`src/hdl/bad_pkg.sv`:
```
// Shared types, widths and constants for the box average downscaler.
// No dependencies; every other file imports this package.
package bad_pkg;

  // Storage and field sizes
  localparam int unsigned MAX_DST_WIDTH = 512;
  localparam int unsigned PIXEL_BITS    = 8;
  localparam int unsigned ADDR_W        = $clog2(MAX_DST_WIDTH);
  localparam int unsigned SUM_W         = 12;
  localparam int unsigned COL_W         = 10;
  localparam int unsigned ROW_W         = 11;

  // Configuration register widths
  localparam int unsigned SCALE_W       = 3;
  localparam int unsigned SRC_W_W       = 11;
  localparam int unsigned SRC_H_W       = 12;
  localparam int unsigned DST_W_W       = 10;
  localparam int unsigned DST_H_W       = 11;
  localparam int unsigned CFG_IDX_W     = 3;
  localparam int unsigned CFG_DATA_W    = 12;
  localparam int unsigned COL_LIM_W     = 12;
  localparam int unsigned ROW_LIM_W     = 13;

  // Reciprocals: x/3 = (x*2731)>>13 for x < 2048, x/9 = (x*7282)>>16 for x < 4096
  localparam int unsigned RECIP3        = 2731;
  localparam int unsigned RECIP3_SH     = 13;
  localparam int unsigned RECIP9        = 7282;
  localparam int unsigned RECIP9_SH     = 16;

  typedef enum logic [CFG_IDX_W-1:0] {
    REG_SCALE      = 3'd0,
    REG_SRC_WIDTH  = 3'd1,
    REG_SRC_HEIGHT = 3'd2,
    REG_DST_WIDTH  = 3'd3,
    REG_DST_HEIGHT = 3'd4
  } cfg_reg_e;

  // Effective geometry after clamping
  typedef struct packed {
    logic [SCALE_W-1:0]   scale;
    logic [SRC_W_W-1:0]   src_w;
    logic [SRC_H_W-1:0]   src_h;
    logic [COL_LIM_W-1:0] col_lim;
    logic [ROW_LIM_W-1:0] row_lim;
  } geom_t;

  // Block decode of one source pixel
  typedef struct packed {
    logic              in_area;
    logic [ADDR_W-1:0] addr;
    logic              first;
    logic              emit;
    logic              last;
  } blk_t;

  // Finished block sum heading for the output stage
  typedef struct packed {
    logic             valid;
    logic             last;
    logic [SUM_W-1:0] sum;
  } res_t;

endpackage

```
`src/hdl/bad_locate.sv`:
```
// Raster position counters and block decode of each accepted pixel.
// Depends on bad_pkg.
module bad_locate (
  input  logic                           clk_i,
  input  logic                           rst_ni,
  input  logic                           en_i,
  input  logic                           in_valid_i,
  input  logic [bad_pkg::PIXEL_BITS-1:0] pixel_in_i,
  input  bad_pkg::geom_t                 geom_i,
  output logic                           v1_o,
  output logic [bad_pkg::PIXEL_BITS-1:0] pix_o,
  output bad_pkg::blk_t                  blk_o
);
  import bad_pkg::*;

  logic [COL_W-1:0]      col_q, col_d;
  logic [ROW_W-1:0]      row_q, row_d;
  logic [COL_W:0]        col_inc;
  logic [ROW_W:0]        row_inc;
  logic                  accept;
  logic                  v1_q;
  logic [PIXEL_BITS-1:0] pix1_q;
  logic [COL_W-1:0]      c1_q;
  logic [ROW_W-1:0]      r1_q;
  logic [ROW_W-1:0]      qc, qr;
  logic [ROW_W-1:0]      rem_c, rem_r;
  logic [1:0]            s_m1;

  // quotient by 2, 3 or 4; 3 by reciprocal multiply
  function automatic logic [ROW_W-1:0] div_s(input logic [ROW_W-1:0] x,
                                             input logic [SCALE_W-1:0] s);
    logic [ROW_W+RECIP3_SH-1:0] p;
    p = (ROW_W+RECIP3_SH)'(x) * (ROW_W+RECIP3_SH)'(RECIP3);
    case (s)
      3'd2:    return x >> 1;
      3'd4:    return x >> 2;
      default: return ROW_W'(p >> RECIP3_SH);
    endcase
  endfunction

  assign accept = en_i & in_valid_i;

  always_comb begin
    col_inc = {1'b0, col_q} + 1'b1;
    row_inc = {1'b0, row_q} + 1'b1;
    col_d   = col_q;
    row_d   = row_q;
    if (col_inc >= geom_i.src_w) begin
      col_d = '0;
      if (row_inc >= geom_i.src_h) begin
        row_d = '0;
      end else begin
        row_d = row_inc[ROW_W-1:0];
      end
    end else begin
      col_d = col_inc[COL_W-1:0];
    end
  end

  always_ff @(posedge clk_i or negedge rst_ni) begin
    if (!rst_ni) begin
      col_q <= '0;
      row_q <= '0;
      v1_q  <= 1'b0;
    end else begin
      if (accept) begin
        col_q <= col_d;
        row_q <= row_d;
      end
      if (en_i) begin
        v1_q <= in_valid_i;
      end
    end
  end

  always_ff @(posedge clk_i) begin
    if (accept) begin
      pix1_q <= pixel_in_i;
      c1_q   <= col_q;
      r1_q   <= row_q;
    end
  end

  always_comb begin
    qc    = div_s(ROW_W'(c1_q), geom_i.scale);
    qr    = div_s(r1_q, geom_i.scale);
    rem_c = ROW_W'(c1_q) - ROW_W'(qc * ROW_W'(geom_i.scale));
    rem_r = r1_q - ROW_W'(qr * ROW_W'(geom_i.scale));
    s_m1  = 2'(geom_i.scale - 3'd1);

    blk_o.in_area = (COL_LIM_W'(c1_q) < geom_i.col_lim) &&
                    (ROW_LIM_W'(r1_q) < geom_i.row_lim);
    blk_o.addr    = ADDR_W'(qc);
    blk_o.first   = (rem_c[1:0] == 2'd0) && (rem_r[1:0] == 2'd0);
    blk_o.emit    = (rem_c[1:0] == s_m1) && (rem_r[1:0] == s_m1);
    blk_o.last    = (COL_LIM_W'(c1_q) == geom_i.col_lim - 1'b1) &&
                    (ROW_LIM_W'(r1_q) == geom_i.row_lim - 1'b1);
  end

  assign v1_o  = v1_q;
  assign pix_o = pix1_q;

endmodule

```
`config.mk`:
```
export PLATFORM = sky130hd
export DESIGN_NAME = bad_locate
export DESIGN_NICKNAME = d
export VERILOG_FILES = /design/src/hdl/bad_pkg.sv /design/src/hdl/bad_locate.sv
export SDC_FILE = /design/constraint.sdc
export NUM_CORES = 1
export LEC_CHECK = 0
export BUFFER_PORTS_ARGS = -buffer_cell sky130_fd_sc_hd__buf_2
export CAP_MARGIN = 10
export CORE_ASPECT_RATIO = 0.5
export CORE_MARGIN = 4
export CORE_UTILIZATION = 55
export CTS_CLUSTER_DIAMETER = 200
export DETAILED_ROUTE_END_ITERATION = 6
export PLACE_DENSITY = 0.83
export SYNTH_ARGS = -nofsm -noshare
export SYNTH_HDL_FRONTEND = slang
export SYNTH_SLANG_ARGS = --single-unit
export TNS_END_PERCENT = 50
```
`constraint.sdc`:
```
create_clock -name clk_i -period 6.5 [get_ports clk_i]
set_clock_uncertainty 0.15 [all_clocks]
set_input_delay 0.65 -clock clk_i [delete_from_list [all_inputs] [get_ports clk_i]]
set_output_delay 0.65 -clock clk_i [all_outputs]
set_load 0.02 [all_outputs]
```
==> flow_summary_export.csv <==
group,metric,value,unit
outcome,status,"complete, but fails checks",
yosys,ys.flop_type,"edfxtp_1",
critical_path,critPathArrivalTime,6.73,ns
grt,grtUsageTotal,22.35,%
grt,grt_max_degree,39,
grt,grt_pass1_vias,6357,
layout,syn_to_final_growth,20.48,%
floorplan,core,0.01292,mm²
place,hpwl,14690,µm
yosys,yosys.area_share.simple,11.30,%
routing,antenna_left,0,
outcome,violations,"setup timing",
cts,clock_sinks,51,
power_and_ir_drop,ir_drop,0.1589,mV
layout,design_area,0.008921,mm²
yosys,synth_area_per_cell,9.445,µm²
yosys,synth_fa_ha_area_share,41.47,%
floorplan,die_y,90.05,µm
cts,cts-buffers-inserted,5,
grt,grt_first_pass_wirelength,28700,µm
cts,cts-root-buf,"clkbuf_16",
power_and_ir_drop,cellLeakagePower,4.624,nW
layout,final_util,69.06,%
flow_run,drv_cap,0,
critical_path,cpMostUsedCell,"fa_1",
yosys,yosysSeqAreaShare,19.20,%
critical_path,crit_path_top_delay_cell,"fa_1",
routing,via_count,6219,
cts,ctsHtreeMaxLevel,2,
critical_path,cp.required,5.70,ns
critical_path,reg2reg_depth,12,
grt,antenna_found_initial,1,
cts,tritoncts,"yes",
yosys,synthXorXnorAreaFrac,7.570,%
timing,setup_tns,-1.833,ns
yosys,synth_area,0.007405,mm²
routing,drt-vias-per-instance,5.618,
grt,gr-total-overflow,0,
timing,rsz0062_at_grt,"yes",
critical_path,path_buf_inv,5,
critical_path,worst_r2r_endpoint,"row_q[0]",
yosys,synth_top_area_share,26.87,%
yosys,synth_mux_area_share,0.3042,%
cts,clk_pin_slew,0.07,ns
critical_path,timing_worst_setup_path_type,"register to output port",
yosys,synth_compound_area_share,12.30,%
routing,wirelength,18230,µm
power_and_ir_drop,p_clk_share,12.6,%
timing,layout_setup_ws,-1.027,ns
yosys,synth-edff-count,29,
power_and_ir_drop,p_seq_share,18.9,%
layout,final_cell_mix,"ha_1, inv_1, buf_2",
yosys,yosysWarnings,0,
critical_path,startpoint_type,"register",
routing,dr.pass1.iters,4,
power_and_ir_drop,comb_power_share,68.5,%
hold_path,hold_path.class,"input port to asynchronous set/reset pin",
yosys,synth_top_family_by_area,"adder cells",
timing,hold_slack,0.1681,ns
place,portBuffers,84,
cts,ctsLongestPathBuffers,2,
timing,fmax,0.1329,GHz
timing,worst_pin_slew,0.6755,ns
floorplan,io_pins,85,
power_and_ir_drop,intPower,0.001182,W
yosys,synth_area_leaders,"ha_1, fa_1, edfxtp_1",
yosys,synth_fp_nets,1060,
floorplan,num_rows,29,
floorplan,dieWidth,172.1,µm
layout,final_layout_size_suffix_gt1_share,21.99,%
floorplan,die_area,0.01550,mm²
critical_path,end_kind,"output port",
floorplan,start_util,57.32,%
layout,diodes,0,
timing,slew_viol_final,0,
layout,final_nets,1212,
power_and_ir_drop,switching_power,0.0009310,W
cts,worst_skew_pair.late_latency,0.29,ns
timing,slew_headroom,54.67,%
power_and_ir_drop,power_density,236.8,mW/mm²
yosys,synth-seq-cells,51,
timing,hold_viol,0,
critical_path,crit_fanout,4,
yosys,synthCells,784,
place,routabilityCongestion,0.8869,
critical_path,path_delay_family,"adder cells",
critical_path,reg2reg_slack,2.90,ns
power_and_ir_drop,switching_share,44.07,%
critical_path,r2r_start,"col_q[2]",
routing,drtIter0Drc,324,
place,place_area,0.008569,mm²
layout,final_common_cell,"ha_1",
timing,finalCriticalPeriod,7.527,ns
routing,wire_per_inst,16.47,µm
critical_path,cpPeakStageDelay,0.59,ns
timing,fin_crit_sh,115.8,%
routing,drc,0,
yosys,synth_top_cell_by_area,"ha_1",
yosys,async_flop_share,43.14,%
timing,setup_viol,2,
yosys,synthDistinctLibCells,59,
synth_stat cells (all sizes together), types with 3 or more instances:
master	instances
inv	150
a2111oi	3
clkbuf	4
and3	15
ha	159
nand2	39
o22ai	6
a21o	9
nor3	13
a211oi	7
edfxtp	29
dfrtp	22
nor2b	8
o31ai	4
a22oi	6
nand4	4
xnor2	43
o21a	9
a31oi	4
a21oi	28
and2	6
o21bai	6
a22o	6
nor4	8
o21ai	38
nand2b	11
xor2	21
nand3	19
fa	54
nor2	27
cell families (layout without fill, tap and decap cells):
kind of cell,Yosys count,after routing
AOI/OAI and AO/OA,139,139
xor gates and xnor gates,64,64
adders and majority gates,213,213
buffers and inverters,155,308
DFF,51,51
muxes,2,2
and+or+nand+nor,160,160
through the flow:
stage / std cells / total power, W / setup WS, ns
after floorplan: 784 / 0.001313 / -0.3922
after global placement: 1094 / 0.001689 / -0.5108
after detailed placement: 1094 / 0.001752 / -0.7432
after CTS: 1104 / 0.002050 / -0.9537
after global routing: 1107 / 0.002313 / -1.236
final: 1107 / 0.002113 / -1.027
layer usage:
layer	routed length [µm]	track usage (%)	vias to the layer above	part of all wire, %
met5	8	0	-	0.044
met4	578	6.279	2	3.2
met3	1038	3.374	50	5.7
met2	9121	39.35	212	50
met1	7481	28.50	2960	41
li1	-	-	2995	-
timing repair:
item                                    4_1_cts  5_1_grt
hold buffers                                  0        0
gates resized for setup                      10       22
pin swaps                                    16       18
endpoints found under the setup margin        2        4
setup buffers                                 2        3
cell type report:
cell class                      instances  area [µm²]
Fill cell                             939        3996
Multi-Input combinational cell        578        5648
Tap cell                              170       212.7
Timing Repair Buffer                  150       928.4
Clock inverter                          3       22.52
Sequential cell                        51        1421
Clock buffer                            5       125.1
Inverter                              150       563.0
sequential cells by signal, indices dropped and copies added (netlist names):
register / cells
c1_q: 10
col_q: 10
pix_o: 8
r1_q: 11
row_q: 11
v1_o: 1
power groups by stage:
stage / Sequential, W / Clock, W / Combinational, W
6_report: 0.000400 / 0.000267 / 0.00145
4_1_cts: 0.000398 / 0.000267 / 0.00138
3_5_place_dp: 0.000405 / 0 / 0.00135
5_1_grt: 0.000402 / 0.000280 / 0.00163
3_3_place_gp: 0.000404 / 0 / 0.00128
2_1_floorplan: 0.000408 / 0 / 0.000905
how the worst max path moves through the flow:
stage,start,end,slack [ns],cells past startpoint
global placement,r1_q[10],blk_o[1],-0.51,26
finish,r1_q[9],blk_o[1],-1.03,26
global route,r1_q[7],blk_o[1],-1.24,26
detailed placement,r1_q[10],blk_o[1],-0.74,27
floorplan,r1_q[5],blk_o[1],-0.39,25
CTS,r1_q[10],blk_o[1],-0.95,26
(Power assumes the default switching activity.)
