--- src/hdl/bad_pkg.sv ---
// Shared types, widths and constants for the box average downscaler.
// No dependencies; every other file imports this package.
package bad_pkg;

  // Storage and field sizes
  localparam int unsigned MAX_DST_WIDTH = 512;
  localparam int unsigned PIXEL_BITS    = 8;
  localparam int unsigned ADDR_W        = $clog2(MAX_DST_WIDTH);
  localparam int unsigned SUM_W         = 12;
  localparam int unsigned COL_W         = 10;
  localparam int unsigned ROW_W         = 11;

  // Configuration register widths
  localparam int unsigned SCALE_W       = 3;
  localparam int unsigned SRC_W_W       = 11;
  localparam int unsigned SRC_H_W       = 12;
  localparam int unsigned DST_W_W       = 10;
  localparam int unsigned DST_H_W       = 11;
  localparam int unsigned CFG_IDX_W     = 3;
  localparam int unsigned CFG_DATA_W    = 12;
  localparam int unsigned COL_LIM_W     = 12;
  localparam int unsigned ROW_LIM_W     = 13;

  // Reciprocals: x/3 = (x*2731)>>13 for x < 2048, x/9 = (x*7282)>>16 for x < 4096
  localparam int unsigned RECIP3        = 2731;
  localparam int unsigned RECIP3_SH     = 13;
  localparam int unsigned RECIP9        = 7282;
  localparam int unsigned RECIP9_SH     = 16;

  typedef enum logic [CFG_IDX_W-1:0] {
    REG_SCALE      = 3'd0,
    REG_SRC_WIDTH  = 3'd1,
    REG_SRC_HEIGHT = 3'd2,
    REG_DST_WIDTH  = 3'd3,
    REG_DST_HEIGHT = 3'd4
  } cfg_reg_e;

  // Effective geometry after clamping
  typedef struct packed {
    logic [SCALE_W-1:0]   scale;
    logic [SRC_W_W-1:0]   src_w;
    logic [SRC_H_W-1:0]   src_h;
    logic [COL_LIM_W-1:0] col_lim;
    logic [ROW_LIM_W-1:0] row_lim;
  } geom_t;

  // Block decode of one source pixel
  typedef struct packed {
    logic              in_area;
    logic [ADDR_W-1:0] addr;
    logic              first;
    logic              emit;
    logic              last;
  } blk_t;

  // Finished block sum heading for the output stage
  typedef struct packed {
    logic             valid;
    logic             last;
    logic [SUM_W-1:0] sum;
  } res_t;

endpackage

--- src/hdl/bad_cfg.sv ---
// Configuration registers and clamped geometry for the downscaler.
// Depends on bad_pkg.
module bad_cfg (
  input  logic                           clk_i,
  input  logic                           rst_ni,
  input  logic                           cfg_valid_i,
  output logic                           cfg_ready_o,
  input  logic [bad_pkg::CFG_IDX_W-1:0]  cfg_index_i,
  input  logic [bad_pkg::CFG_DATA_W-1:0] cfg_data_i,
  output bad_pkg::geom_t                 geom_o
);
  import bad_pkg::*;

  localparam logic [SCALE_W-1:0] RST_SCALE = 3'd2;
  localparam logic [SRC_W_W-1:0] RST_SRC_W = 11'd752;
  localparam logic [SRC_H_W-1:0] RST_SRC_H = 12'd480;
  localparam logic [DST_W_W-1:0] RST_DST_W = 10'd376;
  localparam logic [DST_H_W-1:0] RST_DST_H = 11'd240;

  logic [SCALE_W-1:0] scale_q;
  logic [SRC_W_W-1:0] src_width_q;
  logic [SRC_H_W-1:0] src_height_q;
  logic [DST_W_W-1:0] dst_width_q;
  logic [DST_H_W-1:0] dst_height_q;
  logic [DST_W_W-1:0] dw;

  assign cfg_ready_o = 1'b1;

  always_ff @(posedge clk_i or negedge rst_ni) begin
    if (!rst_ni) begin
      scale_q      <= RST_SCALE;
      src_width_q  <= RST_SRC_W;
      src_height_q <= RST_SRC_H;
      dst_width_q  <= RST_DST_W;
      dst_height_q <= RST_DST_H;
    end else if (cfg_valid_i) begin
      case (cfg_reg_e'(cfg_index_i))
        REG_SCALE:      scale_q      <= cfg_data_i[SCALE_W-1:0];
        REG_SRC_WIDTH:  src_width_q  <= cfg_data_i[SRC_W_W-1:0];
        REG_SRC_HEIGHT: src_height_q <= cfg_data_i[SRC_H_W-1:0];
        REG_DST_WIDTH:  dst_width_q  <= cfg_data_i[DST_W_W-1:0];
        REG_DST_HEIGHT: dst_height_q <= cfg_data_i[DST_H_W-1:0];
        default: ;
      endcase
    end
  end

  always_comb begin
    // scale held to 2..4
    if (scale_q < 3'd2) begin
      geom_o.scale = 3'd2;
    end else if (scale_q > 3'd4) begin
      geom_o.scale = 3'd4;
    end else begin
      geom_o.scale = scale_q;
    end
    if (src_width_q == '0) begin
      geom_o.src_w = 11'd1;
    end else if (src_width_q > 11'd1024) begin
      geom_o.src_w = 11'd1024;
    end else begin
      geom_o.src_w = src_width_q;
    end
    if (src_height_q == '0) begin
      geom_o.src_h = 12'd1;
    end else if (src_height_q > 12'd2048) begin
      geom_o.src_h = 12'd2048;
    end else begin
      geom_o.src_h = src_height_q;
    end
    if (32'(dst_width_q) > MAX_DST_WIDTH) begin
      dw = DST_W_W'(MAX_DST_WIDTH);
    end else begin
      dw = dst_width_q;
    end
    geom_o.col_lim = COL_LIM_W'(dw) * COL_LIM_W'(geom_o.scale);
    geom_o.row_lim = ROW_LIM_W'(dst_height_q) * ROW_LIM_W'(geom_o.scale);
  end

endmodule

--- config.mk ---
export PLATFORM = sky130hd
export DESIGN_NAME = bad_cfg
export DESIGN_NICKNAME = d
export VERILOG_FILES = /design/src/hdl/bad_pkg.sv /design/src/hdl/bad_cfg.sv
export SDC_FILE = /design/constraint.sdc
export NUM_CORES = 1
export LEC_CHECK = 0
export BUFFER_PORTS_ARGS = -buffer_cell sky130_fd_sc_hd__buf_2
export CORE_ASPECT_RATIO = 1.5
export CORE_UTILIZATION = 35
export CTS_CLUSTER_DIAMETER = 30
export DETAILED_ROUTE_END_ITERATION = 8
export GPL_ROUTABILITY_DRIVEN = 0
export GPL_TIMING_DRIVEN = 0
export SYNTH_ARGS = -nofsm -noshare
export SYNTH_HDL_FRONTEND = slang
export SYNTH_SLANG_ARGS = --single-unit
--- constraint.sdc ---
create_clock -name clk_i -period 9.1 [get_ports clk_i]
set_input_delay 0.91 -clock clk_i [delete_from_list [all_inputs] [get_ports clk_i]]
set_output_delay 0.91 -clock clk_i [all_outputs]
set_load 0.05 [all_outputs]
==> qor.csv, run 1 <==
stage;metric;value;unit
outcome;status;completed;
route;1st-pass router iterations;4;
synth;EDFF count, synth;0;
floorplan;Rows;45;
global_route;antenna violations before repair;0;
finish;share of layout cells above drive strength 1;24.0;%
synth;commonest cells in the netlist;nand2_1 (60), mux2_1 (45), inv_1 (42);
route;remaining antenna violation count;0;
synth;Async SR Flop Fraction;100;%
clocking;CTS tree;done;
hold_path;Hold Path Sink;scale_q[0];
synth;synth warn;0;
critical_path;FF-to-FF Start;scale_q[2];
clocking;setup bufs post-CTS;0;
sta;unrepaired setup endpoints after global routing;false;
sta;Worst slew margin;32.0;%
synth;largest cells by area after synthesis;dfrtp_1 (19%), mux2_1 (14%), dfstp_2 (14%);
sta;Final Cycle Share;57.7;%
placed_design;Placement Cell Area;4150;um^2
sta;fin crit period;5.25;ns
power;maximum VDD drop;0.176;mV
synth;Post-synth top flop;dfrtp_1;
critical_path;Worst EP required;8.19;ns
floorplan;core area;10100;um^2
sta;Slew Limit Fails;0;
finish;Final Util;42.5;%
placed_design;port bufs;68;
clocking;Root Buffer Master;clkbuf_16;
finish;Antenna Cells;0;
floorplan;Chip Height;127;um
critical_path;cells on worst reg2reg path;3;
synth;most frequent cell after synthesis;nand2_1;
finish;Nets;509;
global_route;number of global-route vias before repair;2761;
hold_path;cell count of the worst hold path;1;
route;wirelength, routed;7640;um
sta;Peak Freq;0.190;GHz
power;Pwr per Cell Area;282;nW/um^2
sta;TNS Setup;0;ns
sta;Clock Skews;0;ns
route;drt wl/cell;13.5;um
clocking;clock buffer depth;2;
critical_path;CP Launch Type;register;
synth;Syn Area/Cell;9.80;um^2
placed_design;placed insts;559;
clocking;H-tree levels;2;
route;via count;2775;
route;DR iter-0 viols;93;
finish;fin cells;567;
critical_path;critical path class;reg -> out;
route;via/cell ratio;4.89;
finish;design area;4310;um^2
global_route;largest net degree at the start of global routing;48;
floorplan;Initial Util;36.1;%
critical_path;critical-path maximum fanout;10;
sta;final hold slack;0.489;ns
clocking;Clk pin slew, worst setup/hold paths;0.06;ns
finish;Fillers;1027;
clocking;cts hold-fix bufs;0;
clocking;Num Clock Sinks;47;
floorplan;io pins;70;
power;Pleak;0.00218;uW
synth;gate count after technology mapping;374;
sta;Slew @ Worst Pin;1.02;ns
finish;Syn-to-layout area delta;17.5;%
hold_path;hold crit path type;reg -> reg;
hold_path;HP Start;scale_q[0];
placed_design;Detailed Place HPWL;6240;um
synth;sequential area share after synthesis;32.8;%
critical_path;Worst R2R End;scale_q[2];
run;maxcap violations;0;
clocking;worst skew pair latency;0.28;ns
synth;Cell variety after synth;38;
clocking;total CTS buffers;5;
synth;Mapped Area;3660;um^2
synth;flops & latches, synth;47;
sta;# setup viols final;0;
synth;Synth top area share;19.1;%
floorplan;die area;10900;um^2
sta;Fin. Hold Viols;0;
floorplan;Die Width;85.5;um
synth;largest area contributor in the netlist;dfrtp_1;
synth;Mapped Nets;434;
critical_path;crit end category;output port;
global_route;gr usage total;14.9;%
critical_path;CP arrival;4.34;ns
clocking;Resized cells post-CTS;0;
critical_path;flop2flop setup slack;7.87;ns
global_route;total grt overflow;0;
global_route;first-pass GRT wire length;13100;um
route;drt drc;0;
## power by group
| part | internal, uW | switching [uW] | total, uW |
|---|---|---|---|
| registers | 269 | 40.2 | 309 |
| clock network | 110 | 76.6 | 186 |
| logic | 202 | 515 | 717 |
| total | 581 | 632 | 1210 |
## per-stage QoR
step	setup slack (ns)	total power (uW)
6_report	3.85	1210
5_1_grt	3.62	1300
2_1_floorplan	4.15	886
3_3_place_gp	4.21	1030
3_5_place_dp	4.15	1040
4_1_cts	3.84	1230
## worst max-delay path by stage
stage,startpoint,endpoint,slack [ns],cells after the start
floorplan,scale_q[1],geom_o[10],4.15,13
global placement,scale_q[1],geom_o[10],4.21,14
detailed placement,scale_q[1],geom_o[10],4.15,14
CTS,scale_q[1],geom_o[10],3.84,14
global route,scale_q[1],geom_o[10],3.62,14
finish,scale_q[1],geom_o[10],3.85,14
## layout make-up
type                    instances  area, um^2  share of cell area, %
clock inverters                 2        16.3                  0.378
inverters                      43         161                   3.75
flip-flops and latches         47        1200                   27.9
repair buffers                 68         340                   7.90
plain buffers                  13        56.3                   1.31
clock buffers                   6         139                   3.23
well taps                     117         146                   3.40
multi-input cells             271        2250                   52.2
## cells in the final DEF, fill, tap and decap left out, drive strengths merged
| cell type | count |
|---|---|
| a2111oi | 2 |
| a21o | 5 |
| a21oi | 13 |
| a31oi | 3 |
| a41o | 1 |
| and2 | 8 |
| and3 | 7 |
| and3b | 1 |
| buf | 72 |
| clkbuf | 15 |
| clkinv | 1 |
| clkinvlp | 1 |
| conb | 1 |
| dfrtp | 28 |
| dfstp | 19 |
| fa | 19 |
| ha | 23 |
| inv | 43 |
| mux2 | 45 |
| nand2 | 60 |
| nand3 | 7 |
| nor2 | 14 |
| nor2b | 22 |
| nor3 | 5 |
| nor3b | 1 |
| nor4 | 4 |
| o2111ai | 1 |
| o211ai | 1 |
| o21a | 1 |
| o21ai | 5 |
| o21bai | 2 |
| o41ai | 1 |
| xnor2 | 17 |
| xor2 | 2 |
## kinds of logic (layout without fill, tap and decap cells)
logic type / count (synthesis) / after routing / synth area share (%)
xor gates and xnor gates: 19 / 19 / 4.54
DFF: 47 / 47 / 32.8
and+or+nand+nor: 129 / 129 / 17.1
buffers and inverters: 56 / 132 / 5.94
AOI/OAI and AO/OA: 35 / 35 / 7.51
muxes: 45 / 45 / 13.8
adders and majority gates: 42 / 42 / 18.2
other: 1 / 1 / 0.102
## sequential cells by signal (all words and copies together) (netlist names)
| name | flops |
|---|---|
| dst_width_q | 10 |
| scale_q | 3 |
| src_height_q | 12 |
| dst_height_q | 11 |
| src_width_q | 11 |
## worst max-delay path, stage by stage (launching register included)
cell	delay, ns
dfstp_2	0.53
nand2_1	0.08
nor2_1	0.40
clkbuf_1	0.41
nand2_1	0.14
fa_1	0.50
inv_1	0.05
ha_1	0.21
fa_1	0.40
a21o_1	0.24
a2111oi_4	0.42
o21bai_1	0.10
a21oi_1	0.18
xnor2_1	0.13
buf_2	0.27
## layer usage
layer	routed length, um	share of wire [%]	up-vias	track usage, %
met5	0	0	-	0
met4	124	1.6	0	4.61
met3	243	3.2	9	1.81
met2	3940	52	49	26.5
met1	3340	44	1339	18.7
li1	-	-	1378	-
(Power assumes the default switching activity.)
==> run 2: changes to the inputs <==
- ABC_AREA: default -> 1
- clock period: 9.1 -> 4.97 ns (I/O delays scaled with it)
==> run 2 against run 1 <==
  * Hold slack worse by 0.12 ns
  * Register-to-register slack worse by 3.9 ns
  * Clock-buffer cell count is the same
  * Final cell count up 41%
  * Cell area grew 13%
  * Via count up 32%
  * Non-clock buffer count up 9
  * Total power grew 69%
==> qor.csv, run 2 <==
stage;metric;value;unit
global_route;total grt overflow;0;
floorplan;core area;11500;um^2
critical_path;crit end category;output port;
synth;Mapped Nets;636;
route;wirelength, routed;9470;um
sta;unrepaired setup endpoints after global routing;false;
clocking;total CTS buffers;5;
finish;most frequent cells in the layout;nand2_1 (173), inv_1 (106), buf_2 (71);
floorplan;Die Width;91.1;um
finish;Final Util;42.3;%
critical_path;crit path from;scale_q[2];
synth;Post-synth top flop;dfrtp_1;
clocking;H-tree levels;2;
critical_path;critical-path maximum fanout;10;
route;DR iter-0 viols;123;
placed_design;port bufs;68;
clocking;worst skew pair latency;0.29;ns
run;maxcap violations;0;
finish;commonest non-fill, non-tap cell in the layout;nand2_1;
power;Pwr per Cell Area;419;nW/um^2
clocking;CTS tree;done;
critical_path;Worst EP required;4.47;ns
floorplan;Initial Util;36.1;%
placed_design;Detailed Place HPWL;7830;um
clocking;clock buffer depth;2;
route;drt wl/cell;11.8;um
route;drt drc;0;
floorplan;die area;12300;um^2
sta;fin crit period;3.97;ns
critical_path;critical path class;reg -> out;
sta;Fin. Hold Viols;0;
power;maximum VDD drop;0.425;mV
synth;gate count after technology mapping;576;
sta;Slew Limit Fails;0;
route;1st-pass router iterations;4;
sta;Final Cycle Share;79.9;%
critical_path;CP Launch Type;register;
synth;synth warn;0;
floorplan;io pins;70;
finish;Antenna Cells;0;
finish;Nets;711;
global_route;antenna violations before repair;0;
route;via/cell ratio;4.56;
critical_path;FF-to-FF Start;src_height_q[11];
finish;largest registers ranked by flip-flop count;src_height_q x12, dst_height_q x11, src_width_q x11;
finish;max reg flops;12;
synth;Cell variety after synth;32;
clocking;Root Buffer Master;clkbuf_16;
synth;commonest cells in the netlist;nand2_1 (173), inv_1 (106), nor2_1 (46);
global_route;largest net degree at the start of global routing;48;
synth;largest area contributor in the netlist;dfrtp_1;
finish;Syn-to-layout area delta;17.2;%
clocking;cts hold-fix bufs;0;
synth;EDFF count, synth;0;
synth;flops & latches, synth;47;
floorplan;Chip Height;136;um
sta;Clock Skews;0;ns
clocking;setup bufs post-CTS;0;
finish;share of layout cells above drive strength 1;22.1;%
clocking;Num Clock Sinks;47;
synth;largest cells by area after synthesis;dfrtp_1 (17%), nand2_1 (16%), dfstp_2 (12%);
synth;Async SR Flop Fraction;100;%
synth;Mapped Area;4160;um^2
outcome;status;completed;
sta;Peak Freq;0.252;GHz
clocking;Resized cells post-CTS;0;
clocking;Clk pin slew, worst setup/hold paths;0.06;ns
floorplan;Rows;48;
sta;Worst slew margin;31.8;%
sta;final setup margin;0.998;ns
sta;# setup viols final;0;
global_route;gr usage total;16.1;%
finish;Biggest register;src_height_q;
power;Pleak;0.00279;uW
synth;sequential area share after synthesis;28.8;%
synth;most frequent cell after synthesis;nand2_1;
placed_design;dpl ws;1.23;ns
global_route;number of global-route vias before repair;3525;
route;via count;3659;
synth;Syn Area/Cell;7.23;um^2
global_route;first-pass GRT wire length;16000;um
sta;TNS Setup;0;ns
critical_path;CP arrival;3.47;ns
sta;Slew @ Worst Pin;1.02;ns
synth;Synth top area share;16.8;%
route;remaining antenna violation count;0;
hold_path;hold crit path type;in -> async;
-- run 2: kinds of logic after synthesis --
family                     Yosys count  share of synthesized area (%)
and+or+nand+nor                    282                           29.2
buffers and inverters              129                           13.9
AOI/OAI and AO/OA                   66                           10.1
DFF                                 47                           28.8
adders and majority gates           42                           16.0
xor gates and xnor gates             9                           1.89
other                                1                         0.0901
-- run 2: final cells by class --
class,instances,area (um^2)
clock inverters,2,60.1
clock buffers,6,129
plain buffers,22,176
fillers,1249,6650
well taps,150,188
multi-input cells,400,2390
repair buffers,68,340
inverters,107,402
flip-flops and latches,47,1200
-- run 2: where the power goes --
| part | leakage (uW) | total [uW] | switching [uW] | internal (uW) |
|---|---|---|---|---|
| Clock | 0.0000911 | 430 | 141 | 288 |
| Sequential | 0.000551 | 545 | 68.3 | 477 |
| Combinational | 0.00215 | 1070 | 778 | 293 |
| Total | 0.00279 | 2050 | 988 | 1060 |
-- run 2: routing by layer --
layer / global-route usage, % / routed length, um
met1: 17.0 / 3860
met2: 33.0 / 5200
met3: 1.07 / 238
met4: 6.00 / 179
met5: 0 / 0
-- run 2: through the flow --
stage	hold WS, ns	instance area [um^2]	power [uW]	cells
3_5_place_dp	0.473	4690	1630	794
5_1_grt	0.482	4880	2190	802
3_3_place_gp	0.469	4690	1620	794
4_1_cts	0.414	4880	2070	802
6_report	0.373	4880	2050	802
2_1_floorplan	0.201	4160	1400	576
-- run 2: critical path, stage by stage, from the launching register on --
cell and delay, ns:
dfrtp_1 0.37, buf_4 0.18, inv_1 0.09, nand3_2 0.16
inv_2 0.21, buf_6 0.16, nand2_1 0.07, fa_1 0.47
inv_1 0.04, ha_1 0.24, fa_1 0.47, nand2_1 0.10
nand3_1 0.08, nand3_1 0.12, nand3_1 0.09, nand2_1 0.07
buf_2 0.26
-- run 2: worst paths after layout --
path / endpoint / slack [ns] / cells past startpoint
hold reg to reg: src_height_q[7] / 0.48 / 2
max in group asynchronous: src_width_q[10] / 3.95 / 1
hold / removal: src_width_q[2] / 0.37 / 1
setup reg to reg: src_height_q[11] / 3.98 / 3
setup / recovery: geom_o[10] / 1.0 / 16
min in group clk_i: src_height_q[11] / 0.45 / 3
==> run 3: changes to the inputs <==
- clock period: 4.97 -> 4.14 ns (I/O delays scaled with it)
==> run 3 against run 2 <==
  * Sequential power rose by 20%
  * Die area did not move
  * Setup slack got worse by 0.71 ns
  * Sequential cell count did not move
  * Largest cell class unchanged
  * Sequential share of layout area barely moved
  * Hold slack got worse by 0.084 ns
  * Register-to-register slack got worse by 0.83 ns
  * Combinational power rose by 21%
  * Critical path type unchanged
  * Non-clock buffer count did not move
==> qor.csv, run 3 (synthesized netlist as in run 2, its figures left out) <==
stage;metric;value;unit
outcome;status;completed;
clocking;Clk pin slew, worst setup/hold paths;0.06;ns
route;drt drc;0;
global_route;number of global-route vias before repair;3525;
hold_path;hold crit path type;in -> async;
placed_design;Detailed Place HPWL;7830;um
floorplan;io pins;70;
finish;share of layout cells above drive strength 1;22.1;%
power;Pleak;0.00279;uW
finish;Biggest register;src_height_q;
finish;commonest non-fill, non-tap cell in the layout;nand2_1;
clocking;CTS tree;done;
critical_path;FF-to-FF Start;src_height_q[11];
floorplan;Initial Util;36.1;%
clocking;total CTS buffers;5;
critical_path;CP arrival;3.44;ns
critical_path;CP Launch Type;register;
critical_path;Worst R2R End;src_height_q[11];
critical_path;crit end category;output port;
sta;Fin. Hold Viols;0;
sta;# setup viols final;0;
global_route;largest net degree at the start of global routing;48;
placed_design;port bufs;68;
route;DR iter-0 viols;125;
finish;Syn-to-layout area delta;17.3;%
critical_path;critical-path maximum fanout;10;
global_route;antenna violations before repair;0;
sta;Clock Skews;0;ns
sta;Slew Limit Fails;0;
power;Pwr per Cell Area;503;nW/um^2
route;wirelength, routed;9460;um
global_route;first-pass GRT wire length;16000;um
floorplan;Die Width;91.1;um
route;1st-pass router iterations;4;
clocking;H-tree levels;2;
clocking;Num Clock Sinks;47;
power;maximum VDD drop;0.510;mV
sta;Slew @ Worst Pin;1.02;ns
critical_path;Worst EP required;3.73;ns
global_route;gr usage total;16.1;%
route;via count;3664;
global_route;total grt overflow;0;
critical_path;cells on worst reg2reg path;3;
sta;fin crit period;3.85;ns
finish;sequential cell area;1200;um^2
clocking;worst skew pair latency;0.29;ns
finish;largest registers ranked by flip-flop count;src_height_q x12, dst_height_q x11, src_width_q x11;
sta;TNS Setup;0;ns
sta;Peak Freq;0.260;GHz
route;via/cell ratio;4.57;
critical_path;crit-path max cell delay;0.47;ns
finish;max reg flops;12;
finish;most frequent cells in the layout;nand2_1 (173), inv_1 (106), buf_2 (71);
finish;Nets;711;
floorplan;die area;12300;um^2
floorplan;core area;11500;um^2
critical_path;CP Cell Sequence;buf_4 > inv_1 > nand3_2 > inv_4 > buf_6 > nand2_1 > fa_1 > inv_1 > ha_1 > fa_1 > nand2_1 > nand3_1 > nand3_1 > nand3_1 > nand2_1 > buf_2;
critical_path;Slowest cell on crit path;fa_1;
power;Tot Pwr;2460;uW
run;maxcap violations;0;
route;remaining antenna violation count;0;
critical_path;critical path class;reg -> out;
finish;Multi-input gate area;2390;um^2
clocking;Root Buffer Master;clkbuf_16;
route;drt wl/cell;11.8;um
floorplan;Chip Height;136;um
critical_path;flop2flop setup slack;3.15;ns
clocking;clock buffer depth;2;
sta;Worst slew margin;31.7;%
finish;Fillers;1249;
floorplan;Rows;48;
sta;Final Cycle Share;93.1;%
sta;unrepaired setup endpoints after global routing;false;
finish;Antenna Cells;0;
## run 3: changes by cell type in the layout (fill, tap and decap cells not counted)
cell and delta:
inv_2 -1, inv_4 +1
## run 3: worst max path at each step
stage / startpoint / to / slack (ns) / depth (start not counted)
5_1_grt: scale_q[2] / geom_o[10] / 0.03 / 16
3_5_place_dp: scale_q[2] / geom_o[10] / 0.48 / 16
2_1_floorplan: scale_q[2] / geom_o[8] / 0.57 / 13
6_report: scale_q[2] / geom_o[10] / 0.29 / 16
4_1_cts: scale_q[2] / geom_o[10] / 0.18 / 16
3_3_place_gp: scale_q[2] / geom_o[10] / 0.52 / 16
## run 3: area by class of cell
type / instances / share of cell area, %
inverter: 107 / 8.28
buffer: 22 / 3.61
sequential: 47 / 24.6
tap: 150 / 3.84
clock inverter: 2 / 1.23
clock buffer: 6 / 2.64
multi-input combinational: 400 / 48.9
timing repair buffer: 68 / 6.97
## run 3: layer usage
metal,up-vias,track usage (%),routed length [um]
li1,1913,-,-
met1,1660,17.0,3840
met2,76,33.0,5180
met3,15,1.07,256
met4,0,6.00,179
met5,-,0,0
## run 3: power breakdown
group          switching [uW]  internal [uW]  leakage (uW)
sequential               82.2            572      0.000551
combinational             935            352       0.00215
clock                     171            346     0.0000911
## run 3: critical path, delay by kind of cell, from the launching register on
family,cells,cell delay (ns)
simple gates,7,0.70
flops,1,0.37
buf+inv,6,0.89
fa+ha+maj,3,1.18
## run 3: repair_timing
item / in CTS / in global routing
buffers inserted: 0 / 0
gates resized for setup: 0 / 1
hold buffers: 0 / 0
endpoints found under the setup margin: 0 / 1
## run 3: stage by stage
stage / cells / hold WS (ns) / area, um^2 / setup slack (ns) / utilization (%)
floorplan: 576 / 0.118 / 4160 / 0.574 / -
global placement: 794 / 0.469 / 4690 / 0.524 / 40.7
detailed placement: 794 / 0.473 / 4690 / 0.480 / 40.7
CTS: 802 / 0.331 / 4880 / 0.180 / 42.3
global route: 802 / 0.399 / 4880 / 0.0322 / 42.4
finish: 802 / 0.289 / 4880 / 0.288 / 42.4
