`config.mk`:
```
export PLATFORM = sky130hd
export DESIGN_NAME = bad_mean
export DESIGN_NICKNAME = d
export VERILOG_FILES = /design/src/hdl/bad_pkg.sv /design/src/hdl/bad_mean.sv
export SDC_FILE = /design/constraint.sdc
export NUM_CORES = 1
export LEC_CHECK = 0
export BUFFER_PORTS_ARGS = -buffer_cell sky130_fd_sc_hd__buf_2
export CORE_MARGIN = 4
export CORE_UTILIZATION = 40
export CTS_CLUSTER_DIAMETER = 50
export DETAILED_ROUTE_END_ITERATION = 7
export PLACE_DENSITY_LB_ADDON = 0.15
export REMOVE_ABC_BUFFERS = 1
export SYNTH_ARGS = -nofsm -noshare
export SYNTH_HDL_FRONTEND = slang
export SYNTH_SLANG_ARGS = --single-unit
export TNS_END_PERCENT = 5
```
`constraint.sdc`:
```
create_clock -name clk_i -period 1.8 [get_ports clk_i]
set_input_delay 0.18 -clock clk_i [delete_from_list [all_inputs] [get_ports clk_i]]
set_output_delay 0.18 -clock clk_i [all_outputs]
set_load 0.01 [all_outputs]
```
`src/hdl/bad_pkg.sv`:
```
// Shared types, widths and constants for the box average downscaler.
// No dependencies; every other file imports this package.
package bad_pkg;

  // Storage and field sizes
  localparam int unsigned MAX_DST_WIDTH = 512;
  localparam int unsigned PIXEL_BITS    = 8;
  localparam int unsigned ADDR_W        = $clog2(MAX_DST_WIDTH);
  localparam int unsigned SUM_W         = 12;
  localparam int unsigned COL_W         = 10;
  localparam int unsigned ROW_W         = 11;

  // Configuration register widths
  localparam int unsigned SCALE_W       = 3;
  localparam int unsigned SRC_W_W       = 11;
  localparam int unsigned SRC_H_W       = 12;
  localparam int unsigned DST_W_W       = 10;
  localparam int unsigned DST_H_W       = 11;
  localparam int unsigned CFG_IDX_W     = 3;
  localparam int unsigned CFG_DATA_W    = 12;
  localparam int unsigned COL_LIM_W     = 12;
  localparam int unsigned ROW_LIM_W     = 13;

  // Reciprocals: x/3 = (x*2731)>>13 for x < 2048, x/9 = (x*7282)>>16 for x < 4096
  localparam int unsigned RECIP3        = 2731;
  localparam int unsigned RECIP3_SH     = 13;
  localparam int unsigned RECIP9        = 7282;
  localparam int unsigned RECIP9_SH     = 16;

  typedef enum logic [CFG_IDX_W-1:0] {
    REG_SCALE      = 3'd0,
    REG_SRC_WIDTH  = 3'd1,
    REG_SRC_HEIGHT = 3'd2,
    REG_DST_WIDTH  = 3'd3,
    REG_DST_HEIGHT = 3'd4
  } cfg_reg_e;

  // Effective geometry after clamping
  typedef struct packed {
    logic [SCALE_W-1:0]   scale;
    logic [SRC_W_W-1:0]   src_w;
    logic [SRC_H_W-1:0]   src_h;
    logic [COL_LIM_W-1:0] col_lim;
    logic [ROW_LIM_W-1:0] row_lim;
  } geom_t;

  // Block decode of one source pixel
  typedef struct packed {
    logic              in_area;
    logic [ADDR_W-1:0] addr;
    logic              first;
    logic              emit;
    logic              last;
  } blk_t;

  // Finished block sum heading for the output stage
  typedef struct packed {
    logic             valid;
    logic             last;
    logic [SUM_W-1:0] sum;
  } res_t;

endpackage

```
`src/hdl/bad_mean.sv`:
```
// Block mean (divide by scale squared) and the output register.
// Depends on bad_pkg.
module bad_mean (
  input  logic                           clk_i,
  input  logic                           rst_ni,
  input  bad_pkg::res_t                  res_i,
  input  logic [bad_pkg::SCALE_W-1:0]    scale_i,
  input  logic                           out_ready_i,
  output logic                           out_valid_o,
  output logic [bad_pkg::PIXEL_BITS-1:0] pixel_out_o,
  output logic                           frame_last_o,
  output logic                           adv_o
);
  import bad_pkg::*;

  localparam int unsigned PROD_W = SUM_W + RECIP9_SH;

  logic                  out_valid_q;
  logic [PIXEL_BITS-1:0] pixel_out_q;
  logic                  frame_last_q;
  logic                  load;
  logic [PROD_W-1:0]     p9;
  logic [PIXEL_BITS-1:0] mean;

  assign load  = !out_valid_q || out_ready_i;
  // hold everything only when a new result meets an untaken one
  assign adv_o = load || !res_i.valid;

  always_comb begin
    p9 = PROD_W'(res_i.sum) * PROD_W'(RECIP9);
    case (scale_i)
      3'd2:    mean = PIXEL_BITS'(res_i.sum >> 2);
      3'd4:    mean = PIXEL_BITS'(res_i.sum >> 4);
      default: mean = PIXEL_BITS'(p9 >> RECIP9_SH);
    endcase
  end

  always_ff @(posedge clk_i or negedge rst_ni) begin
    if (!rst_ni) begin
      out_valid_q <= 1'b0;
    end else if (load) begin
      out_valid_q <= res_i.valid;
    end
  end

  always_ff @(posedge clk_i) begin
    if (load && res_i.valid) begin
      pixel_out_q  <= mean;
      frame_last_q <= res_i.last;
    end
  end

  assign out_valid_o  = out_valid_q;
  assign pixel_out_o  = pixel_out_q;
  assign frame_last_o = frame_last_q;

endmodule
```
==> results of run 1 <==
flip-flops by register name, indices dropped and copies added (netlist names):
name	flops
frame_last_o	1
pixel_out_o	8
out_valid_o	1
per-layer routing:
| metal | up-vias | global-route usage |
|---|---|---|
| li1 | 1152 | - |
| met4 | 0 | 0.03924 |
| met5 | - | 0 |
| met3 | 6 | 0.006452 |
| met2 | 36 | 0.3496 |
| met1 | 1070 | 0.2385 |
layout by cell type, fill, tap and decap left out, drive strengths merged, types with 8 or more instances in the layout:
cell type,instances
buf,107
ha,66
inv,58
fa,29
a21oi,10
nor2,9
edfxtp,9
xnor2,9
nand2,8
o21ai,8
path summary, 6_finish.rpt:
check / slack [ns] / from / endpoint / cells after the start
hold reg to reg: 0.54 / out_valid_o$_DFFE_PN0N_ / out_valid_o$_DFFE_PN0N_ / 2
setup reg to reg: 0.62 / out_valid_o$_DFFE_PN0N_ / frame_last_o$_DFFE_PP_ / 2
hold / removal: 0.14 / res_i[12] / frame_last_o$_DFFE_PP_ / 1
max in group asynchronous: 1.47 / rst_ni / out_valid_o$_DFFE_PN0N_ / 2
setup / recovery: -2.65 / res_i[3] / pixel_out_o[4]$_DFFE_PP_ / 23
min in group asynchronous: 0.25 / rst_ni / out_valid_o$_DFFE_PN0N_ / 2
metrics by stage:
stage | std cells | hold slack [ns]
after detailed placement | 449 | -0.04464
after global routing | 458 | 0.1382
after floorplan | 269 | -0.1156
final | 458 | 0.1389
after global placement | 449 | -0.04492
after CTS | 458 | 0.1359
final cells by class:
class / instances / area [µm²]
multi-input combinational: 201 / 2415
sequential: 10 / 295.3
clock buffer: 4 / 45.04
fill: 556 / 2546
timing repair buffer: 108 / 768.2
tap: 77 / 96.34
inverter: 58 / 220.2
power by group through the flow:
stage	Combinational [W]	Clock [W]	Sequential, W
2_1_floorplan	0.00276	0	0.000478
3_3_place_gp	0.00461	0	0.000429
3_5_place_dp	0.00470	0	0.000430
4_1_cts	0.00556	0.000230	0.000427
5_1_grt	0.00629	0.000242	0.000436
6_report	0.00570	0.000228	0.000426
repair_timing:
action                                 CTS  global route
endpoints found under the hold margin    1             0
buffers inserted                         4             0
pin swaps                               42             2
setup endpoints to repair                8             8
cloned                                   0             0
gates resized for setup                 54             5
hold buffers                             1             0
cell families (layout without fill, tap and decap cells):
| family | Yosys count | after routing | synth area share |
|---|---|---|---|
| buffers and inverters | 61 | 170 | 0.08616 |
| and+or+nand+nor | 45 | 45 | 0.09134 |
| DFF | 10 | 10 | 0.1111 |
| AOI/OAI and AO/OA | 46 | 46 | 0.1328 |
| xor gates and xnor gates | 15 | 15 | 0.04944 |
| adders and majority gates | 95 | 95 | 0.5292 |
==> summary.json, run 1 <==
{
  "placed_design": {
    "port_buffers": 30,
    "place.gp.congestion": 0.8832,
    "post_dp_cell_area_um2": 3441,
    "hpwlAfterDp_um": 5983,
    "placement.setup.worst_slack_ns": -3.146
  },
  "pwr": {
    "p_int_w": 0.003482,
    "cellLeakagePower_nw": 1.932,
    "p_sw_w": 0.002867,
    "power.ir.vdd_worst_mv": 1.833,
    "switching_fraction_of_total_power": 0.4516,
    "power_frac_seq": 0.067,
    "design_power_total_w": 0.006349,
    "p_per_area_nw_per_um2": 1653,
    "combinationalPowerShare": 0.897,
    "clock_power_share": 0.036
  },
  "clock_network": {
    "cts_inserted_buffers": 3,
    "htreeDepth": 1,
    "ctsLongestPathBuffers": 2,
    "clock_latency_at_the_later_pin_of_the_worst_skew_pair_ns": 0.23,
    "clock-sinks": 10,
    "tritoncts": "built",
    "worst_setup_hold_path_clk_slew_ns": 0.04,
    "root_buffer": "sky130_fd_sc_hd__clkbuf_8"
  },
  "critical_path": {
    "crit_path_start_kind": "input port",
    "critical_path.max_stage_delay_ns": 0.56,
    "worst_setup_path_end_kind": "flop",
    "arrival_ns": 4.40,
    "crit_fanout": 3,
    "worst_ep_required_ns": 1.75,
    "slowest_stage": "sky130_fd_sc_hd__fa_1",
    "critical_path_class": "input port to flop",
    "worst-path-buf-inv": 9,
    "path_cells": "buf_8 -> inv_4 -> fa_1 -> inv_2 -> ha_4 -> inv_2 -> fa_1 -> inv_1 -> fa_1 -> inv_2 -> fa_2 -> inv_1 -> ha_1 -> buf_4 -> a21oi_1 -> o21a_1 -> o21ai_1 -> nor3_1 -> buf_4 -> nor2b_1 -> nor2_1 -> xor2_1 -> o21ai_0",
    "cell_class_contributing_the_biggest_share_of_worst_path_delay": "adder cells"
  },
  "layout": {
    "diodes_inserted": 0,
    "area.growth.synth_to_final_pct": 44.49,
    "stdcell_area_um2": 3840,
    "nets": 497,
    "layout-drive-gt1-share": 0.4252,
    "final_core_util": 0.6013
  },
  "sta": {
    "final_min_period_over_clock_period": 2.473,
    "max_slew_margin": 0.6826,
    "fin_ws_ns": -2.652,
    "final_max_tran_viols": 0,
    "finalCriticalPeriod_ns": 4.452,
    "fin_tns_setup_ns": -20.50,
    "rsz_0062_raised_after_global_routing": "yes",
    "maxClockFrequency_mhz": 224.6,
    "fin_worst_skew_ns": 0.009390,
    "slew_at_the_pin_with_the_worst_max_slew_slack_ns": 0.4743,
    "finalSetupViolations": 8,
    "timing_hold_violations_final": 0
  },
  "outcome": {
    "failing_checks": "setup timing",
    "outcome": "finished with violations"
  },
  "synthesis": {
    "synth.top_cells.by_area": "sky130_fd_sc_hd__ha_1 31%, sky130_fd_sc_hd__fa_1 22%, sky130_fd_sc_hd__edfxtp_1 10%, sky130_fd_sc_hd__inv_1 8.2%, sky130_fd_sc_hd__xnor2_1 3.0%",
    "async_reset_ff_frac": 0.1000,
    "synth_top_area_cell": "sky130_fd_sc_hd__ha_1",
    "number_of_flops_mapped_to_enable_cells_by_yosys": 9,
    "postSynthCellCount": 272,
    "synth_top_flop_cell": "sky130_fd_sc_hd__edfxtp_1",
    "yosys_warnings": 0,
    "synth.top_cell.area_share": 0.3107,
    "synth_common_cells": "66 x sky130_fd_sc_hd__ha_1, 58 x sky130_fd_sc_hd__inv_1, 29 x sky130_fd_sc_hd__fa_1",
    "synth_area_per_cell_um2": 9.770,
    "yosysUniqueCellTypes": 41,
    "synth_sequential_area_ratio": 0.1111,
    "synthesis.area_um2": 2658,
    "synth.most_common_cell": "sky130_fd_sc_hd__ha_1",
    "yosys_register_bits": 10
  },
  "route": {
    "route.top_layer_used": "met4",
    "met2RoutedLength_um": 3538,
    "route.met3.wl_um": 194,
    "detailedRoute.firstIterationViolations": 60,
    "dr_total_vias": 2264,
    "routed_wirelength_um": 6916,
    "wirelength_met1_um": 3076,
    "via_per_inst": 4.943,
    "antenna_nets_post_route": 0,
    "first_pass_detailed_route_iteration_total": 4,
    "drt_wl_cell_um": 15.10,
    "post-route-drc-count": 0
  },
  "die": {
    "design.portCount": 31,
    "initial_utilization": 0.4161,
    "fp.coreArea_um2": 6386,
    "die_x_um": 89.51,
    "die-height_um": 89.51,
    "die_area_um2": 8012,
    "num_rows": 29
  },
  "global_routing": {
    "grt_use_total": 0.1871,
    "total_congestion_overflow": 0,
    "antenna_violations_before_repair": 0,
    "grt_pass1_vias": 2380,
    "maximum_number_of_pins_on_one_net_before_global_route_repair": 20,
    "grt_pass1_wl_um": 11360
  },
  "worst_hold_path": {
    "holdCritPathClass": "input port to flop"
  },
  "flow_run": {
    "cap_violations": 0
  }
}
Note: power is estimated with default switching activity, not from simulation.
==> run 2, diff against run 1 <==
--- a/config.mk
+++ b/config.mk
@@ -6,9 +6,10 @@
 export NUM_CORES = 1
 export LEC_CHECK = 0
 export BUFFER_PORTS_ARGS = -buffer_cell sky130_fd_sc_hd__buf_2
-export CORE_MARGIN = 4
+export CORE_MARGIN = 2
 export CORE_UTILIZATION = 40
 export CTS_CLUSTER_DIAMETER = 50
+export CTS_CLUSTER_SIZE = 24
 export DETAILED_ROUTE_END_ITERATION = 7
 export PLACE_DENSITY_LB_ADDON = 0.15
 export REMOVE_ABC_BUFFERS = 1
==> run 2 against run 1 <==
Effect of this change: the flow still finishes with violations (setup timing); design area increased by 1.7%; sequential power about the same; total power grew 4.3%; combinational power rose by 4.7%; clock skew hardly changed; via count up 0.57%; sequential share of layout area is 0.13 points lower; utilization grew 1.0 points; cell count down 0.22%; non-clock buffer count is 1 lower; hold slack got worse by 0.0074 ns; setup slack improved by 0.047 ns; largest power group unchanged; highest routed layer unchanged.
==> summary.json, run 2 (same netlist as run 1, synthesis figures left out) <==
{
  "sta": {
    "fin_worst_skew_ns": 0.009019,
    "rsz_0062_raised_after_global_routing": "yes",
    "fin_ws_ns": -2.604,
    "final_min_period_over_clock_period": 2.447,
    "maxClockFrequency_mhz": 227.0,
    "fin_tns_setup_ns": -20.38,
    "finalCriticalPeriod_ns": 4.404,
    "timing_hold_violations_final": 0,
    "finalSetupViolations": 8,
    "timing.hold.ws_ns": 0.1315,
    "final_max_tran_viols": 0,
    "slew_at_the_pin_with_the_worst_max_slew_slack_ns": 0.5158,
    "max_slew_margin": 0.6549
  },
  "route": {
    "antenna_nets_post_route": 0,
    "dr_total_vias": 2277,
    "first_pass_detailed_route_iteration_total": 4,
    "detailedRoute.firstIterationViolations": 48,
    "routed_wirelength_um": 6845,
    "via_per_inst": 4.982,
    "post-route-drc-count": 0,
    "drt_wl_cell_um": 14.98
  },
  "pwr": {
    "cellLeakagePower_nw": 1.943,
    "power.ir.vdd_worst_mv": 1.525,
    "p_per_area_nw_per_um2": 1697
  },
  "worst_hold_path": {
    "worstHoldStart": "res_i[12]",
    "holdPathStages": 1,
    "holdPathEnd": "frame_last_o$_DFFE_PP_",
    "holdCritPathClass": "input port to flop"
  },
  "die": {
    "design.portCount": 31,
    "die-height_um": 85.51,
    "num_rows": 29,
    "initial_utilization": 0.4161,
    "die_area_um2": 7312,
    "die_x_um": 85.51,
    "fp.coreArea_um2": 6386
  },
  "clock_network": {
    "cts_inserted_buffers": 3,
    "tritoncts": "built",
    "clock-sinks": 10,
    "worst_setup_hold_path_clk_slew_ns": 0.04,
    "htreeDepth": 1,
    "clock_latency_at_the_later_pin_of_the_worst_skew_pair_ns": 0.23,
    "ctsLongestPathBuffers": 2,
    "root_buffer": "sky130_fd_sc_hd__clkbuf_8"
  },
  "critical_path": {
    "worstRegToRegCells": 2,
    "crit_path_frequent_cell": "sky130_fd_sc_hd__inv_2",
    "worst_ep_required_ns": 1.78,
    "r2r_slack_ns": 0.61,
    "critical_path_class": "input port to flop",
    "crit_path_start_kind": "input port",
    "r2r_end": "pixel_out_o[4]$_DFFE_PP_",
    "critical_path.max_stage_delay_ns": 0.55,
    "slowest_stage": "sky130_fd_sc_hd__fa_1",
    "worst_setup_path_end_kind": "flop",
    "cell_class_contributing_the_biggest_share_of_worst_path_delay": "adder cells",
    "timing.rr.start": "out_valid_o$_DFFE_PN0N_",
    "path_cells": "buf_6 -> inv_2 -> fa_1 -> inv_2 -> ha_4 -> inv_2 -> fa_1 -> inv_2 -> fa_1 -> inv_2 -> fa_2 -> inv_2 -> ha_4 -> o41a_1 -> buf_4 -> a221o_1 -> xnor2_2 -> o21ai_1 -> nor2_1",
    "worst-path-buf-inv": 8,
    "crit_fanout": 3,
    "arrival_ns": 4.38
  },
  "placed_design": {
    "hpwlAfterDp_um": 6025,
    "place.detailed.instances": 449,
    "port_buffers": 30,
    "post_dp_cell_area_um2": 3441,
    "place.gp.congestion": 0.8806
  },
  "layout": {
    "layout-drive-gt1-share": 0.4553,
    "largest_register_ffs": 8,
    "area.growth.synth_to_final_pct": 46.89,
    "fillerInstances": 562,
    "stdcell_area_um2": 3904,
    "nets": 496,
    "final_common_cell": "sky130_fd_sc_hd__buf_4",
    "final_core_util": 0.6113,
    "diodes_inserted": 0,
    "mostFrequentLayoutCells": "75 x sky130_fd_sc_hd__buf_4, 47 x sky130_fd_sc_hd__ha_1, 40 x sky130_fd_sc_hd__inv_1",
    "final_cell_count_no_fill": 457
  },
  "global_routing": {
    "grt_use_total": 0.2017,
    "antenna_violations_before_repair": 0,
    "grt_pass1_vias": 2452,
    "maximum_number_of_pins_on_one_net_before_global_route_repair": 20,
    "total_congestion_overflow": 0,
    "grt_pass1_wl_um": 11670
  },
  "flow_run": {
    "cap_violations": 0
  },
  "outcome": {
    "outcome": "finished with violations",
    "failing_checks": "setup timing"
  }
}
==> run 2: final cells by class <==
cell class	instances	area, µm²	area share
sequential	10	295.3	0.07564
inverter	58	225.2	0.05769
timing repair buffer	107	767.0	0.1965
tap	77	96.34	0.02468
clock buffer	4	45.04	0.01154
multi-input combinational	201	2475	0.6340
==> run 2: where the power goes <==
part	switching, W	internal (W)	leakage [nW]
Combinational	0.00291	0.00306	1.82
Clock	0.0000780	0.000154	0.0228
Sequential	0.0000152	0.000408	0.0964
Total	0.00300	0.00362	1.94
==> run 2: timing repair <==
action	4_1_cts	5_1_grt
endpoints found under the setup margin	8	8
pin swaps	25	31
gates cloned	0	0
buffers inserted	2	2
hold buffers	1	0
gates resized for setup	41	33
endpoints found under the hold margin	1	0
==> run 2: how the worst max path moves through the flow <==
| stage | from | to | slack [ns] | cells after the start |
|---|---|---|---|---|
| after CTS | res_i[2] | pixel_out_o[5]$_DFFE_PP_ | -2.63 | 20 |
| after global placement | res_i[1] | pixel_out_o[7]$_DFFE_PP_ | -3.05 | 22 |
| after global routing | res_i[5] | pixel_out_o[7]$_DFFE_PP_ | -2.74 | 19 |
| after floorplan | res_i[7] | pixel_out_o[5]$_DFFE_PP_ | -2.73 | 20 |
| after detailed placement | res_i[1] | pixel_out_o[5]$_DFFE_PP_ | -3.12 | 21 |
| final | res_i[7] | pixel_out_o[7]$_DFFE_PP_ | -2.60 | 19 |
==> run 2: per-stage QoR <==
step	total power, W	worst slack (ns)
2_1_floorplan	0.003236	-2.734
3_3_place_gp	0.005086	-3.055
3_5_place_dp	0.005204	-3.118
4_1_cts	0.006224	-2.628
5_1_grt	0.007276	-2.745
6_report	0.006623	-2.604
==> run 2: metal layers <==
metal  up-vias  wire, µm  part of all wire  track usage
li1       1143         -                 -            -
met4         0        68            0.0099      0.03608
met1      1097      3005              0.44       0.2650
met5         -         0                 0            0
met3         6       162             0.024     0.008662
met2        31      3609              0.53       0.3722
==> run 3, diff against run 2 <==
--- a/config.mk
+++ b/config.mk
@@ -7,7 +7,7 @@
 export LEC_CHECK = 0
 export BUFFER_PORTS_ARGS = -buffer_cell sky130_fd_sc_hd__buf_2
 export CORE_MARGIN = 2
-export CORE_UTILIZATION = 40
+export CORE_UTILIZATION = 63
 export CTS_CLUSTER_DIAMETER = 50
 export CTS_CLUSTER_SIZE = 24
 export DETAILED_ROUTE_END_ITERATION = 7
==> run 3 against run 2 <==
Effect of this change: the flow still finishes with violations (setup timing); total power increased by 15%; non-clock buffer count decreased by 10; sequential cell count unchanged; first-iteration DRC count increased to 13 times the previous value; clock power increased by 30%; global-route usage increased by 23 points; design area decreased by 2.8%; cell count decreased by 8.1%; clock skew decreased by 0.0018 ns; critical path type unchanged; largest power group unchanged.
==> summary.json, run 3 (same netlist as run 1, synthesis figures left out) <==
{
  "outcome": {
    "outcome": "finished with violations",
    "failing_checks": "setup timing"
  },
  "clock_network": {
    "ctsLongestPathBuffers": 2,
    "clock-sinks": 10,
    "clock_latency_at_the_later_pin_of_the_worst_skew_pair_ns": 0.25,
    "root_buffer": "sky130_fd_sc_hd__clkbuf_8",
    "tritoncts": "built",
    "worst_setup_hold_path_clk_slew_ns": 0.06,
    "cts_inserted_buffers": 3,
    "htreeDepth": 1
  },
  "placed_design": {
    "place.gp.congestion": 0.9133,
    "place.detailed.instances": 409,
    "hpwlAfterDp_um": 5808,
    "post_dp_cell_area_um2": 3309,
    "port_buffers": 30
  },
  "layout": {
    "area.growth.synth_to_final_pct": 42.75,
    "stdcell_area_um2": 3794,
    "final_common_cell": "sky130_fd_sc_hd__buf_4",
    "nets": 486,
    "ff_latch_area_um2": 295.3,
    "final_cell_count_no_fill": 420,
    "diodes_inserted": 0,
    "mostFrequentLayoutCells": "65 x sky130_fd_sc_hd__buf_4, 49 x sky130_fd_sc_hd__ha_1, 40 x sky130_fd_sc_hd__inv_1",
    "layout-drive-gt1-share": 0.4432,
    "largest_register_ffs": 8,
    "multiInputGateArea_um2": 2470,
    "final_core_util": 0.9416,
    "fillerInstances": 131
  },
  "die": {
    "die-height_um": 68.95,
    "design.portCount": 31,
    "initial_utilization": 0.6596,
    "die_area_um2": 4754,
    "fp.coreArea_um2": 4029,
    "die_x_um": 68.95,
    "num_rows": 23
  },
  "pwr": {
    "cellLeakagePower_nw": 1.894,
    "power.ir.vdd_worst_mv": 2.674,
    "p_per_area_nw_per_um2": 2001
  },
  "critical_path": {
    "slowest_stage": "sky130_fd_sc_hd__fa_1",
    "r2r_slack_ns": 0.52,
    "timing.rr.start": "out_valid_o$_DFFE_PN0N_",
    "arrival_ns": 4.77,
    "worst-path-buf-inv": 7,
    "crit_fanout": 3,
    "cell_class_contributing_the_biggest_share_of_worst_path_delay": "adder cells",
    "critical_path_class": "input port to flop",
    "r2r_end": "pixel_out_o[0]$_DFFE_PP_",
    "worst_ep_required_ns": 1.79,
    "critical_path.max_stage_delay_ns": 0.56,
    "crit_path_frequent_cell": "sky130_fd_sc_hd__inv_2",
    "crit_path_start_kind": "input port",
    "path_cells": "buf_2 -> inv_2 -> fa_1 -> inv_2 -> ha_4 -> inv_2 -> fa_1 -> inv_2 -> fa_1 -> inv_2 -> fa_2 -> inv_2 -> ha_4 -> a21oi_1 -> o21a_1 -> o21ai_0 -> nor2_1 -> xnor2_1 -> a22o_1 -> a221o_1",
    "worstRegToRegCells": 2,
    "crit_start": "res_i[8]",
    "worst_setup_path_end_kind": "flop",
    "critical_path_cell_count": 20
  },
  "route": {
    "wirelength_met1_um": 3540,
    "dr_total_vias": 2828,
    "antenna_nets_post_route": 0,
    "drt_wl_cell_um": 26.53,
    "met2RoutedLength_um": 5182,
    "first_pass_detailed_route_iteration_total": 7,
    "via_per_inst": 6.733,
    "detailedRoute.firstIterationViolations": 634,
    "routed_wirelength_um": 11140,
    "post-route-drc-count": 0,
    "route.top_layer_used": "met4",
    "route.met3.wl_um": 1325
  },
  "global_routing": {
    "total_congestion_overflow": 0,
    "grt_use_total": 0.4284,
    "antenna_violations_before_repair": 0,
    "maximum_number_of_pins_on_one_net_before_global_route_repair": 20,
    "grt_pass1_vias": 2897,
    "grt_pass1_wl_um": 14480
  },
  "sta": {
    "timing.hold.ws_ns": 0.1199,
    "maxClockFrequency_mhz": 209.1,
    "rsz_0062_raised_after_global_routing": "yes",
    "final_max_tran_viols": 0,
    "final_min_period_over_clock_period": 2.657,
    "fin_tns_setup_ns": -22.77,
    "max_slew_margin": 0.6853,
    "fin_ws_ns": -2.983,
    "finalCriticalPeriod_ns": 4.783,
    "slew_at_the_pin_with_the_worst_max_slew_slack_ns": 0.4703,
    "timing_hold_violations_final": 0,
    "finalSetupViolations": 8,
    "fin_worst_skew_ns": 0.007255
  },
  "worst_hold_path": {
    "holdPathEnd": "frame_last_o$_DFFE_PP_",
    "worstHoldStart": "res_i[12]",
    "holdPathStages": 1,
    "holdCritPathClass": "input port to flop"
  },
  "flow_run": {
    "cap_violations": 0
  }
}
[run 3: cell count changes in the layout (fill, tap and decap cells not counted), moves of 2 or more]
cell,previous run,this run
sky130_fd_sc_hd__buf_4,75,65
sky130_fd_sc_hd__fa_1,28,26
sky130_fd_sc_hd__fa_2,1,3
sky130_fd_sc_hd__ha_1,47,49
[run 3: final cells by class]
class                           instances  share of cell area
Inverter                               58             0.05937
Clock buffer                            4             0.01451
Sequential cell                        10             0.07784
Multi-Input combinational cell        201              0.6511
Tap cell                               50             0.01649
Timing Repair Buffer                   97              0.1807
[run 3: what timing repair did]
action                                 4_1_cts  5_1_grt
setup buffers                                6        1
setup endpoints to repair                    8        8
pin swaps                                   32       11
hold buffers                                 1        0
endpoints found under the hold margin        1        0
gates resized for setup                     49       25
[run 3: how the worst max path moves through the flow]
| stage | end | slack (ns) |
|---|---|---|
| final | pixel_out_o[1]$_DFFE_PP_ | -2.98 |
| after global routing | pixel_out_o[6]$_DFFE_PP_ | -3.12 |
| after CTS | pixel_out_o[5]$_DFFE_PP_ | -2.58 |
| after detailed placement | pixel_out_o[5]$_DFFE_PP_ | -3.11 |
| after global placement | pixel_out_o[4]$_DFFE_PP_ | -2.99 |
| after floorplan | pixel_out_o[5]$_DFFE_PP_ | -2.73 |
[run 3: routing by layer]
metal	track usage	vias up
li1	-	1123
met1	0.4746	1277
met2	0.7260	312
met3	0.07630	116
met4	0.3260	0
met5	0	-
[run 3: power breakdown]
group	switching (W)	total (W)	internal, W
clock	0.000109	0.000302	0.000194
sequential	0.0000275	0.000436	0.000409
combinational	0.00362	0.00685	0.00323
[run 3: worst reg2reg max path, delay by kind of cell, from the launching register on]
family           cells  cell delay, ns
AND/OR/NAND/NOR      2            0.52
flip-flops           1            0.40
[run 3: metrics by stage]
stage | worst slack [ns] | power [W]
detailed placement | -3.111 | 0.005029
CTS | -2.584 | 0.006353
global route | -3.115 | 0.007990
floorplan | -2.734 | 0.003236
global placement | -2.990 | 0.004846
finish | -2.983 | 0.007591
